<file path="src/design/dbp_pkg.sv">
// ----------------------------------------------------------------------------
// dbp_pkg
// Shared types, constants and tables for the Bayer dither one-bit packer.
// ----------------------------------------------------------------------------
package dbp_pkg;

    // Geometry limits
    localparam int GROUP_PIXELS     = 16;
    localparam int MAX_WIDTH_GROUPS = 64;
    localparam int MAX_ROWS         = 1024;

    // Field widths
    localparam int IDX_W   = 8;
    localparam int COLOR_W = 8;
    localparam int LUM_W   = 8;
    localparam int PIX_W   = $clog2(GROUP_PIXELS);
    localparam int GROUP_W = 6;
    localparam int ROW_W   = 10;
    localparam int WORD_W  = 2 * GROUP_PIXELS;
    localparam int CFG_WG_W = 7;
    localparam int CFG_HR_W = 11;
    localparam int CFG_DATA_W = CFG_HR_W;
    localparam int CFG_IDX_W  = 1;
    localparam int TABLE_DEPTH = 1 << IDX_W;

    // Register reset values
    localparam logic [CFG_WG_W-1:0] WG_RESET = CFG_WG_W'(20);
    localparam logic [CFG_HR_W-1:0] HR_RESET = CFG_HR_W'(200);

    // Configuration register indexes
    localparam logic [CFG_IDX_W-1:0] CFG_WIDTH_GROUPS = 1'b0;
    localparam logic [CFG_IDX_W-1:0] CFG_HEIGHT_ROWS  = 1'b1;

    // Item kinds
    localparam logic OP_LOAD  = 1'b0;
    localparam logic OP_PIXEL = 1'b1;

    // Luminance weights
    localparam logic [15:0] LUM_R = 16'd77;
    localparam logic [15:0] LUM_G = 16'd150;
    localparam logic [15:0] LUM_B = 16'd29;

    // Bayer 4x4 thresholds m*16+8, row-major by {row phase, column phase}
    localparam logic [LUM_W-1:0] BAYER_THRESH [16] = '{
        8'd8,   8'd136, 8'd40,  8'd168,
        8'd200, 8'd72,  8'd232, 8'd104,
        8'd56,  8'd184, 8'd24,  8'd152,
        8'd248, 8'd120, 8'd216, 8'd88
    };

    // Image geometry registers
    typedef struct packed {
        logic [CFG_WG_W-1:0] width_groups;
        logic [CFG_HR_W-1:0] height_rows;
    } t_cfg;

endpackage

</file>
<file path="src/design/dbp_lum_table.sv">
// ----------------------------------------------------------------------------
// dbp_lum_table
// Palette luminance memory: computes and stores luminance on a load, reads
// it back with a registered read for a pixel. Valid bits give zero for
// entries not loaded since reset.
// ----------------------------------------------------------------------------
module dbp_lum_table (
    input  logic                       i_clk,
    input  logic                       i_rst_n,
    input  logic                       i_wr_en,
    input  logic                       i_rd_en,
    input  logic [dbp_pkg::IDX_W-1:0]  i_idx,
    input  logic [dbp_pkg::COLOR_W-1:0] i_red,
    input  logic [dbp_pkg::COLOR_W-1:0] i_green,
    input  logic [dbp_pkg::COLOR_W-1:0] i_blue,
    output logic [dbp_pkg::LUM_W-1:0]  o_lum
);

    logic [dbp_pkg::LUM_W-1:0]       mem [dbp_pkg::TABLE_DEPTH];
    logic [dbp_pkg::TABLE_DEPTH-1:0] r_valid;
    logic [dbp_pkg::LUM_W-1:0]       r_rd_data;
    logic                            r_rd_ok;
    logic [15:0]                     w_sum;

    // Weighted sum, top byte is the luminance
    assign w_sum = dbp_pkg::LUM_R * 16'(i_red)
                 + dbp_pkg::LUM_G * 16'(i_green)
                 + dbp_pkg::LUM_B * 16'(i_blue);

    // Write port and registered read port
    always_ff @(posedge i_clk) begin
        if (i_wr_en) begin
            mem[i_idx] <= w_sum[15:8];
        end
        if (i_rd_en) begin
            r_rd_data <= mem[i_idx];
        end
    end

    // Entry valid bits, cleared at reset
    always_ff @(posedge i_clk) begin
        if (!i_rst_n) begin
            r_valid <= '0;
            r_rd_ok <= 1'b0;
        end else begin
            if (i_wr_en) begin
                r_valid[i_idx] <= 1'b1;
            end
            if (i_rd_en) begin
                r_rd_ok <= r_valid[i_idx];
            end
        end
    end

    // Unloaded entries read as zero
    assign o_lum = r_rd_ok ? r_rd_data : '0;

endmodule

</file>
<file path="src/design/dbp_packer.sv">
// ----------------------------------------------------------------------------
// dbp_packer
// Threshold compare against the Bayer matrix, bit gathering, pixel/group/row
// counters and the output word register.
// ----------------------------------------------------------------------------
module dbp_packer (
    input  logic                          i_clk,
    input  logic                          i_rst_n,
    input  dbp_pkg::t_cfg                 i_cfg,
    input  logic                          i_pix_vld,
    input  logic [dbp_pkg::LUM_W-1:0]     i_lum,
    output logic                          o_pix_ready,
    output logic                          o_out_vld,
    input  logic                          i_out_ready,
    output logic [dbp_pkg::WORD_W-1:0]    o_word,
    output logic [dbp_pkg::GROUP_W-1:0]   o_group,
    output logic [dbp_pkg::ROW_W-1:0]     o_row,
    output logic                          o_last
);

    localparam logic [dbp_pkg::PIX_W-1:0] PIX_LAST = dbp_pkg::PIX_W'(dbp_pkg::GROUP_PIXELS - 1);

    logic [dbp_pkg::PIX_W-1:0]        r_pix, n_pix;
    logic [dbp_pkg::GROUP_PIXELS-1:0] r_bits, n_bits;
    logic [dbp_pkg::GROUP_W-1:0]      r_group, n_group;
    logic [dbp_pkg::ROW_W-1:0]        r_row, n_row;
    logic                             r_o_vld;
    logic [dbp_pkg::WORD_W-1:0]       r_word;
    logic [dbp_pkg::GROUP_W-1:0]      r_o_group;
    logic [dbp_pkg::ROW_W-1:0]        r_o_row;
    logic                             r_o_last;

    logic                             w_emit, w_out_free, w_fire;
    logic [dbp_pkg::LUM_W-1:0]        w_thr;
    logic                             w_hit;
    logic [dbp_pkg::GROUP_PIXELS-1:0] w_bits;
    logic [dbp_pkg::CFG_WG_W-1:0]     w_wg, w_group_inc;
    logic [dbp_pkg::CFG_HR_W-1:0]     w_hr, w_row_inc;
    logic                             w_group_end, w_row_end;

    // Duplicate each source bit into two neighboring output pixels
    function automatic logic [dbp_pkg::WORD_W-1:0] double_bits(
        input logic [dbp_pkg::GROUP_PIXELS-1:0] bits
    );
        logic [dbp_pkg::WORD_W-1:0] w;
        w = '0;
        for (int k = 0; k < dbp_pkg::GROUP_PIXELS; k++) begin
            w[2*k +: 2] = {2{bits[k]}};
        end
        return w;
    endfunction

    // Handshake toward the table stage and the output register
    assign w_emit      = (r_pix == PIX_LAST);
    assign w_out_free  = !r_o_vld || i_out_ready;
    assign o_pix_ready = !w_emit || w_out_free;
    assign w_fire      = i_pix_vld && o_pix_ready;

    // Threshold compare
    assign w_thr  = dbp_pkg::BAYER_THRESH[{r_row[1:0], r_pix[1:0]}];
    assign w_hit  = (i_lum > w_thr);
    assign w_bits = r_bits | (dbp_pkg::GROUP_PIXELS'(w_hit) << r_pix);

    // Clamp geometry to its legal range
    always_comb begin
        if (i_cfg.width_groups == '0) begin
            w_wg = dbp_pkg::CFG_WG_W'(1);
        end else if (i_cfg.width_groups > dbp_pkg::CFG_WG_W'(dbp_pkg::MAX_WIDTH_GROUPS)) begin
            w_wg = dbp_pkg::CFG_WG_W'(dbp_pkg::MAX_WIDTH_GROUPS);
        end else begin
            w_wg = i_cfg.width_groups;
        end
        if (i_cfg.height_rows == '0) begin
            w_hr = dbp_pkg::CFG_HR_W'(1);
        end else if (i_cfg.height_rows > dbp_pkg::CFG_HR_W'(dbp_pkg::MAX_ROWS)) begin
            w_hr = dbp_pkg::CFG_HR_W'(dbp_pkg::MAX_ROWS);
        end else begin
            w_hr = i_cfg.height_rows;
        end
    end

    assign w_group_inc = dbp_pkg::CFG_WG_W'(r_group) + dbp_pkg::CFG_WG_W'(1);
    assign w_row_inc   = dbp_pkg::CFG_HR_W'(r_row) + dbp_pkg::CFG_HR_W'(1);
    assign w_group_end = (w_group_inc >= w_wg);
    assign w_row_end   = (w_row_inc >= w_hr);

    // Next counter values
    always_comb begin
        n_pix   = r_pix;
        n_bits  = r_bits;
        n_group = r_group;
        n_row   = r_row;
        if (w_fire) begin
            if (w_emit) begin
                n_pix  = '0;
                n_bits = '0;
                if (w_group_end) begin
                    n_group = '0;
                    n_row   = w_row_end ? '0 : w_row_inc[dbp_pkg::ROW_W-1:0];
                end else begin
                    n_group = w_group_inc[dbp_pkg::GROUP_W-1:0];
                end
            end else begin
                n_pix  = r_pix + dbp_pkg::PIX_W'(1);
                n_bits = w_bits;
            end
        end
    end

    // Hold counters
    always_ff @(posedge i_clk) begin
        if (!i_rst_n) begin
            r_pix   <= '0;
            r_bits  <= '0;
            r_group <= '0;
            r_row   <= '0;
        end else begin
            r_pix   <= n_pix;
            r_bits  <= n_bits;
            r_group <= n_group;
            r_row   <= n_row;
        end
    end

    // Output word valid
    always_ff @(posedge i_clk) begin
        if (!i_rst_n) begin
            r_o_vld <= 1'b0;
        end else if (w_fire && w_emit) begin
            r_o_vld <= 1'b1;
        end else if (i_out_ready) begin
            r_o_vld <= 1'b0;
        end
    end

    // Output word payload
    always_ff @(posedge i_clk) begin
        if (w_fire && w_emit) begin
            r_word    <= double_bits(w_bits);
            r_o_group <= r_group;
            r_o_row   <= r_row;
            r_o_last  <= w_group_end && w_row_end;
        end
    end

    assign o_out_vld = r_o_vld;
    assign o_word    = r_word;
    assign o_group   = r_o_group;
    assign o_row     = r_o_row;
    assign o_last    = r_o_last;

`ifndef NO_ASSERTIONS
    // A finished group restarts with an empty bit set
    a_group_restart: assert property (@(posedge i_clk) disable iff (!i_rst_n)
        (w_fire && w_emit) |=> (r_pix == '0 && r_bits == '0))
        else $error("group state not cleared after word");

    // Every output pixel pair carries the same source bit
    a_pairs_equal: assert property (@(posedge i_clk) disable iff (!i_rst_n)
        r_o_vld |-> (((r_word & 32'h5555_5555) << 1) == (r_word & 32'hAAAA_AAAA)))
        else $error("output pixel pair mismatch");
`endif

endmodule

</file>
<file path="src/design/bayer_dither_one_bit_packer_core.sv">
// ----------------------------------------------------------------------------
// bayer_dither_one_bit_packer_core
// Palette-indexed pixels in, 4x4 ordered-dither 1-bit words out.
// ----------------------------------------------------------------------------
// Usage:
//   s_axis carries one word per item. tuser selects the kind: 0 loads palette
//   entry tdata[7:0] with color red/green/blue, 1 delivers one pixel whose
//   palette index is tdata[7:0]. Pixels arrive row-major.
//   m_axis carries one word per sixteen pixels: the doubled 32-pixel line
//   segment, its column group and source row; tlast marks the frame's last
//   word. Geometry comes from the write port (index 0 width in groups,
//   index 1 height in rows).
//   A sixteenth pixel's word reaches m_axis via the input, table read and
//   output registers. Throughput: one item per cycle unless m_axis stalls
//   the input; the memory read and the compare sit in separate register
//   stages, so a load is visible to the very next pixel.
//   Reset clears the luminance table (via valid bits), the counters and the
//   output register; geometry returns to 20 groups by 200 rows.
//   When m_axis stalls, the finished word holds in the output register and
//   up to fifteen further pixels plus two in flight are still taken; the
//   input stalls only when another word would need the occupied register.
// ----------------------------------------------------------------------------
module bayer_dither_one_bit_packer_core (
    input  logic                              i_clk,
    input  logic                              i_rst_n,
    // Configuration write port
    input  logic                              i_cfg_wr_en,
    input  logic [dbp_pkg::CFG_IDX_W-1:0]     i_cfg_index,
    input  logic [dbp_pkg::CFG_DATA_W-1:0]    i_cfg_wdata,
    // Input stream
    input  logic                              s_axis_tvalid,
    output logic                              s_axis_tready,
    // tdata: entry_or_pixel[7:0], red[15:8], green[23:16], blue[31:24]
    input  logic [31:0]                       s_axis_tdata,
    // tuser: opcode[0]
    input  logic                              s_axis_tuser,
    // Output stream
    output logic                              m_axis_tvalid,
    input  logic                              m_axis_tready,
    // tdata: packed_word[31:0], group_column[37:32], source_row[47:38]
    output logic [47:0]                       m_axis_tdata,
    output logic                              m_axis_tlast
);

    dbp_pkg::t_cfg                  r_cfg;
    logic                           r_s1_vld;
    logic                           r_s1_op;
    logic [dbp_pkg::IDX_W-1:0]      r_s1_idx;
    logic [dbp_pkg::COLOR_W-1:0]    r_s1_red, r_s1_green, r_s1_blue;
    logic                           r_s2_vld;

    logic                           w_s1_pix, w_s1_load, w_s1_free;
    logic                           w_s2_ready, w_rd_en;
    logic                           w_pix_ready;
    logic [dbp_pkg::LUM_W-1:0]      w_lum;
    logic [dbp_pkg::WORD_W-1:0]     w_word;
    logic [dbp_pkg::GROUP_W-1:0]    w_group;
    logic [dbp_pkg::ROW_W-1:0]      w_row;

    // Configuration registers
    always_ff @(posedge i_clk) begin
        if (!i_rst_n) begin
            r_cfg.width_groups <= dbp_pkg::WG_RESET;
            r_cfg.height_rows  <= dbp_pkg::HR_RESET;
        end else if (i_cfg_wr_en) begin
            case (i_cfg_index)
                dbp_pkg::CFG_WIDTH_GROUPS: r_cfg.width_groups <= i_cfg_wdata[dbp_pkg::CFG_WG_W-1:0];
                dbp_pkg::CFG_HEIGHT_ROWS:  r_cfg.height_rows  <= i_cfg_wdata[dbp_pkg::CFG_HR_W-1:0];
                default: ;
            endcase
        end
    end

    // Stage flow: loads retire in stage 1, pixels move on to stage 2
    assign w_s1_pix   = r_s1_vld && (r_s1_op == dbp_pkg::OP_PIXEL);
    assign w_s1_load  = r_s1_vld && (r_s1_op == dbp_pkg::OP_LOAD);
    assign w_s2_ready = !r_s2_vld || w_pix_ready;
    assign w_rd_en    = w_s1_pix && w_s2_ready;
    assign w_s1_free  = !r_s1_vld || w_s1_load || w_s2_ready;
    assign s_axis_tready = w_s1_free;

    // Input register
    always_ff @(posedge i_clk) begin
        if (!i_rst_n) begin
            r_s1_vld <= 1'b0;
        end else if (w_s1_free) begin
            r_s1_vld <= s_axis_tvalid;
        end
    end

    always_ff @(posedge i_clk) begin
        if (w_s1_free && s_axis_tvalid) begin
            r_s1_op    <= s_axis_tuser;
            r_s1_idx   <= s_axis_tdata[7:0];
            r_s1_red   <= s_axis_tdata[15:8];
            r_s1_green <= s_axis_tdata[23:16];
            r_s1_blue  <= s_axis_tdata[31:24];
        end
    end

    // Lookup stage valid
    always_ff @(posedge i_clk) begin
        if (!i_rst_n) begin
            r_s2_vld <= 1'b0;
        end else if (w_s2_ready) begin
            r_s2_vld <= w_s1_pix;
        end
    end

    dbp_lum_table u_table (
        .i_clk   (i_clk),
        .i_rst_n (i_rst_n),
        .i_wr_en (w_s1_load),
        .i_rd_en (w_rd_en),
        .i_idx   (r_s1_idx),
        .i_red   (r_s1_red),
        .i_green (r_s1_green),
        .i_blue  (r_s1_blue),
        .o_lum   (w_lum)
    );

    dbp_packer u_packer (
        .i_clk       (i_clk),
        .i_rst_n     (i_rst_n),
        .i_cfg       (r_cfg),
        .i_pix_vld   (r_s2_vld),
        .i_lum       (w_lum),
        .o_pix_ready (w_pix_ready),
        .o_out_vld   (m_axis_tvalid),
        .i_out_ready (m_axis_tready),
        .o_word      (w_word),
        .o_group     (w_group),
        .o_row       (w_row),
        .o_last      (m_axis_tlast)
    );

    assign m_axis_tdata = {w_row, w_group, w_word};

`ifndef NO_ASSERTIONS
    // Input stalls only behind a pixel waiting on the lookup stage
    a_stall_cause: assert property (@(posedge i_clk) disable iff (!i_rst_n)
        !s_axis_tready |-> (r_s1_vld && r_s1_op == dbp_pkg::OP_PIXEL && r_s2_vld))
        else $error("input stalled without a blocked pixel");

    // The table never sees a write and a read in the same cycle
    a_table_port: assert property (@(posedge i_clk) disable iff (!i_rst_n)
        !(w_s1_load && w_rd_en))
        else $error("table write and read collide");
`endif

endmodule

</file>
<file path="config.mk">
export PLATFORM = sky130hd
export DESIGN_NAME = bayer_dither_one_bit_packer_core
export DESIGN_NICKNAME = d
export VERILOG_FILES = /design/src/design/dbp_pkg.sv /design/src/design/dbp_lum_table.sv /design/src/design/dbp_packer.sv /design/src/design/bayer_dither_one_bit_packer_core.sv
export SDC_FILE = /design/constraint.sdc
export NUM_CORES = 2
export LEC_CHECK = 0
export BUFFER_PORTS_ARGS = -buffer_cell sky130_fd_sc_hd__buf_2
export CORE_ASPECT_RATIO = 0.5
export CORE_MARGIN = 1.5
export CORE_UTILIZATION = 39
export CTS_BUF_LIST = sky130_fd_sc_hd__clkbuf_8
export DETAILED_ROUTE_END_ITERATION = 8
export MAX_ROUTING_LAYER = met4
export SYNTH_ARGS = -nofsm -noshare
export SYNTH_HDL_FRONTEND = slang
export SYNTH_SLANG_ARGS = --single-unit
</file>
<file path="constraint.sdc">
create_clock -name i_clk -period 19.65 [get_ports i_clk]
set_input_delay 0.9825 -clock i_clk [delete_from_list [all_inputs] [get_ports i_clk]]
set_output_delay 0.9825 -clock i_clk [all_outputs]
set_load 0.01 [all_outputs]
</file>
==> results.json <==
{
  "outcome": "finished, final reports clean",
  "min_from": "s_axis_tdata[5]",
  "clk_pin_slew_ns": 0.06,
  "core_um2": 247000,
  "cp.arrival_ns": 9.99,
  "ff2ff_setup_slack_ns": 10.24,
  "num-nets-final": 5345,
  "fin_skew_ns": 0.117,
  "viasPerCell": 5.60,
  "synth_ff_type": "edfxtp_1",
  "tns_ns": 0,
  "overflow": 0,
  "postSynthAreaPerCell_um2": 20.0,
  "synth-warning-count": 0,
  "critPathLaunchType": "flip-flop",
  "root_buffer": "clkbuf_8",
  "cts_resized": 0,
  "syn_area_um2": 96800,
  "synth-seq-cells": 2436,
  "start_util_pct": 39.2,
  "gr-usage-all-layers_pct": 19.9,
  "final_layout_size_suffix_gt1_share_pct": 25.7,
  "clock_path_buffers": 4,
  "endpoint_kind": "flip-flop",
  "reg2regPathDepth": 23,
  "post-route-period-util_pct": 47.9,
  "dpl_cell_area_um2": 101000,
  "ios": 101,
  "slew_viol_final": 0,
  "relSlewSlack_pct": 8.03,
  "syn2layout_area_growth_pct": 11.6,
  "htreeDepth": 5,
  "clk_latency_ns": 0.99,
  "drt-total-wl_um": 246000,
  "dr.pass1.iters": 5,
  "ys_top_cells_by_count": "edfxtp_1 (2122), mux4_2 (685), dfxtp_1 (314)",
  "synth_top_cell_by_area": "edfxtp_1",
  "cp_max_fo": 99,
  "final_cell_area_um2": 108000,
  "yosysSeqAreaShare_pct": 72.3,
  "critPathCapture": "u_table.mem[136][5]",
  "dr_total_vias": 49200,
  "yosys.cell_count.top_type": "edfxtp_1",
  "syn-instance-count": 4853,
  "setup_viol": 0,
  "gp_routability_congestion": 0.824,
  "grt_max_degree": 202,
  "r2r_end": "u_table.mem[136][5]",
  "synth_nets": 5067,
  "worst_pin_slew_ns": 1.37,
  "async_flop_share_pct": 0,
  "drt_iter0_markers": 5663,
  "cap_violations": 0,
  "drcViolationCount": 0,
  "antenna_found_initial": 9,
  "grt_pass1_vias": 50300,
  "crit-reg2reg-launch": "r_s1_green[4]",
  "post_cts_buffers": 0,
  "hp-class": "in2reg",
  "synth_area_leaders": "edfxtp_1 (66%), mux4_2 (16%), dfxtp_1 (6.5%)",
  "cts_buffers": 362,
  "wl_per_cell_um": 28.0,
  "fin_util_pct": 43.7,
  "cts_sinks": 2436,
  "holdWs_ns": 0.179,
  "synth_cell_types": 64,
  "fp.dieW_um": 708,
  "die_height_um": 355,
  "drtAntennaViolNets": 0,
  "synth_edf_count": 2122,
  "numPortBuffers": 100,
  "hpwl_um": 145000,
  "crit_type": "reg2reg",
  "fillers": 21100,
  "fmax_mhz": 106,
  "cp-startpoint": "r_s1_green[4]",
  "hold_buffers": 0,
  "hold_violations": 0,
  "min_period_ns": 9.41,
  "rsz0062_at_grt": "no",
  "synth_top_area_share_pct": 65.8,
  "num_rows": 129,
  "dieArea_um2": 251000,
  "critPathRequiredTime_ns": 20.23,
  "grt_pass1_wl_um": 355000,
  "cts_tree": "built"
}
[worst min-delay path by stage]
stage	cells after the start	to	slack, ns
floorplan	1	u_table.r_valid[102]	0.44
global placement	1	u_table.r_valid[207]	0.44
detailed placement	1	u_table.r_valid[154]	0.45
CTS	1	r_s1_idx[5]	0.1
global route	1	r_s1_idx[4]	0.13
finish	1	r_s1_idx[5]	0.18
[layout make-up]
class                           count  area, um^2  share of cell area (%)
Timing Repair Buffer              193        1320                    1.22
Clock buffer                      407        5600                    5.18
Tap cell                         3340        4180                    3.87
Inverter                          100         383                   0.354
Antenna cell                        9        22.5                  0.0208
Multi-Input combinational cell   2038       25300                    23.4
Sequential cell                  2436       70000                    64.8
Clock inverter                    259        1320                    1.22
[layer usage]
metal | track usage (%) | up-vias | wire length, um
met2 | 30.0 | 2170 | 114000
met5 | - | - | 0
met3 | 4.73 | 417 | 22500
met1 | 27.0 | 26300 | 103000
met4 | 5.82 | 0 | 6470
li1 | - | 20300 | -
[flip-flops by register name (all words and copies together) (netlist names), 10 cells and up]
| name | flops |
|---|---|
| r_cfg | 18 |
| u_packer.o_row | 10 |
| u_table.mem | 2048 |
| u_packer.o_word | 16 |
| u_packer.r_bits | 16 |
| u_packer.r_row | 10 |
| u_table.r_valid | 256 |
[cell usage in the layout (no fill, tap or decap), types with 21 or more instances in the layout]
master,n
a21o_1,25
clkinv_2,40
nand2_1,127
a21oi_1,35
mux4_2,685
fa_1,55
a21boi_0,21
clkinv_1,53
nor2_1,295
buf_2,99
edfxtp_1,2122
buf_4,84
a22oi_1,40
ha_1,109
inv_1,242
o21a_1,260
mux2i_1,46
clkbuf_8,407
dfxtp_1,314
nand3_1,60
[kinds of logic (layout without fill, tap and decap cells)]
logic type / count (synthesis) / after routing / synth area share (%)
DFF: 2436 / 2436 / 72.3
muxes: 742 / 742 / 16.5
and+or+nand+nor: 606 / 606 / 2.75
AOI/OAI and AO/OA: 492 / 492 / 3.75
buffers and inverters: 379 / 959 / 1.81
adders and majority gates: 164 / 164 / 2.55
xor gates and xnor gates: 34 / 34 / 0.307
other: 0 / 9 / 0
[critical path: stages, from the launching register on]
cell       delay, ns
edfxtp_1        0.46
ha_1            0.33
ha_1            0.28
inv_1           0.05
fa_1            0.50
inv_1           0.06
fa_1            0.44
ha_1            0.36
xnor2_1         0.26
fa_1            0.47
fa_1            0.52
inv_1           0.06
fa_1            0.48
fa_1            0.50
inv_1           0.05
ha_1            0.34
nand3_1         0.08
a21oi_1         0.14
a2111oi_0       0.13
o41ai_1         0.96
xor2_4          0.16
buf_4           0.60
buf_4           0.79
buf_4           0.92
[stage by stage]
stage / worst slack, ns / cells
final: 10.24 / 8782
after global routing: 9.77 / 8779
after CTS: 10.14 / 8773
after detailed placement: 10.10 / 8107
after global placement: 10.26 / 8107
after floorplan: 4.90 / 4853
Power is not shown: default switching activity piles up to over one toggle a cycle in this logic, so the estimate is an artifact.
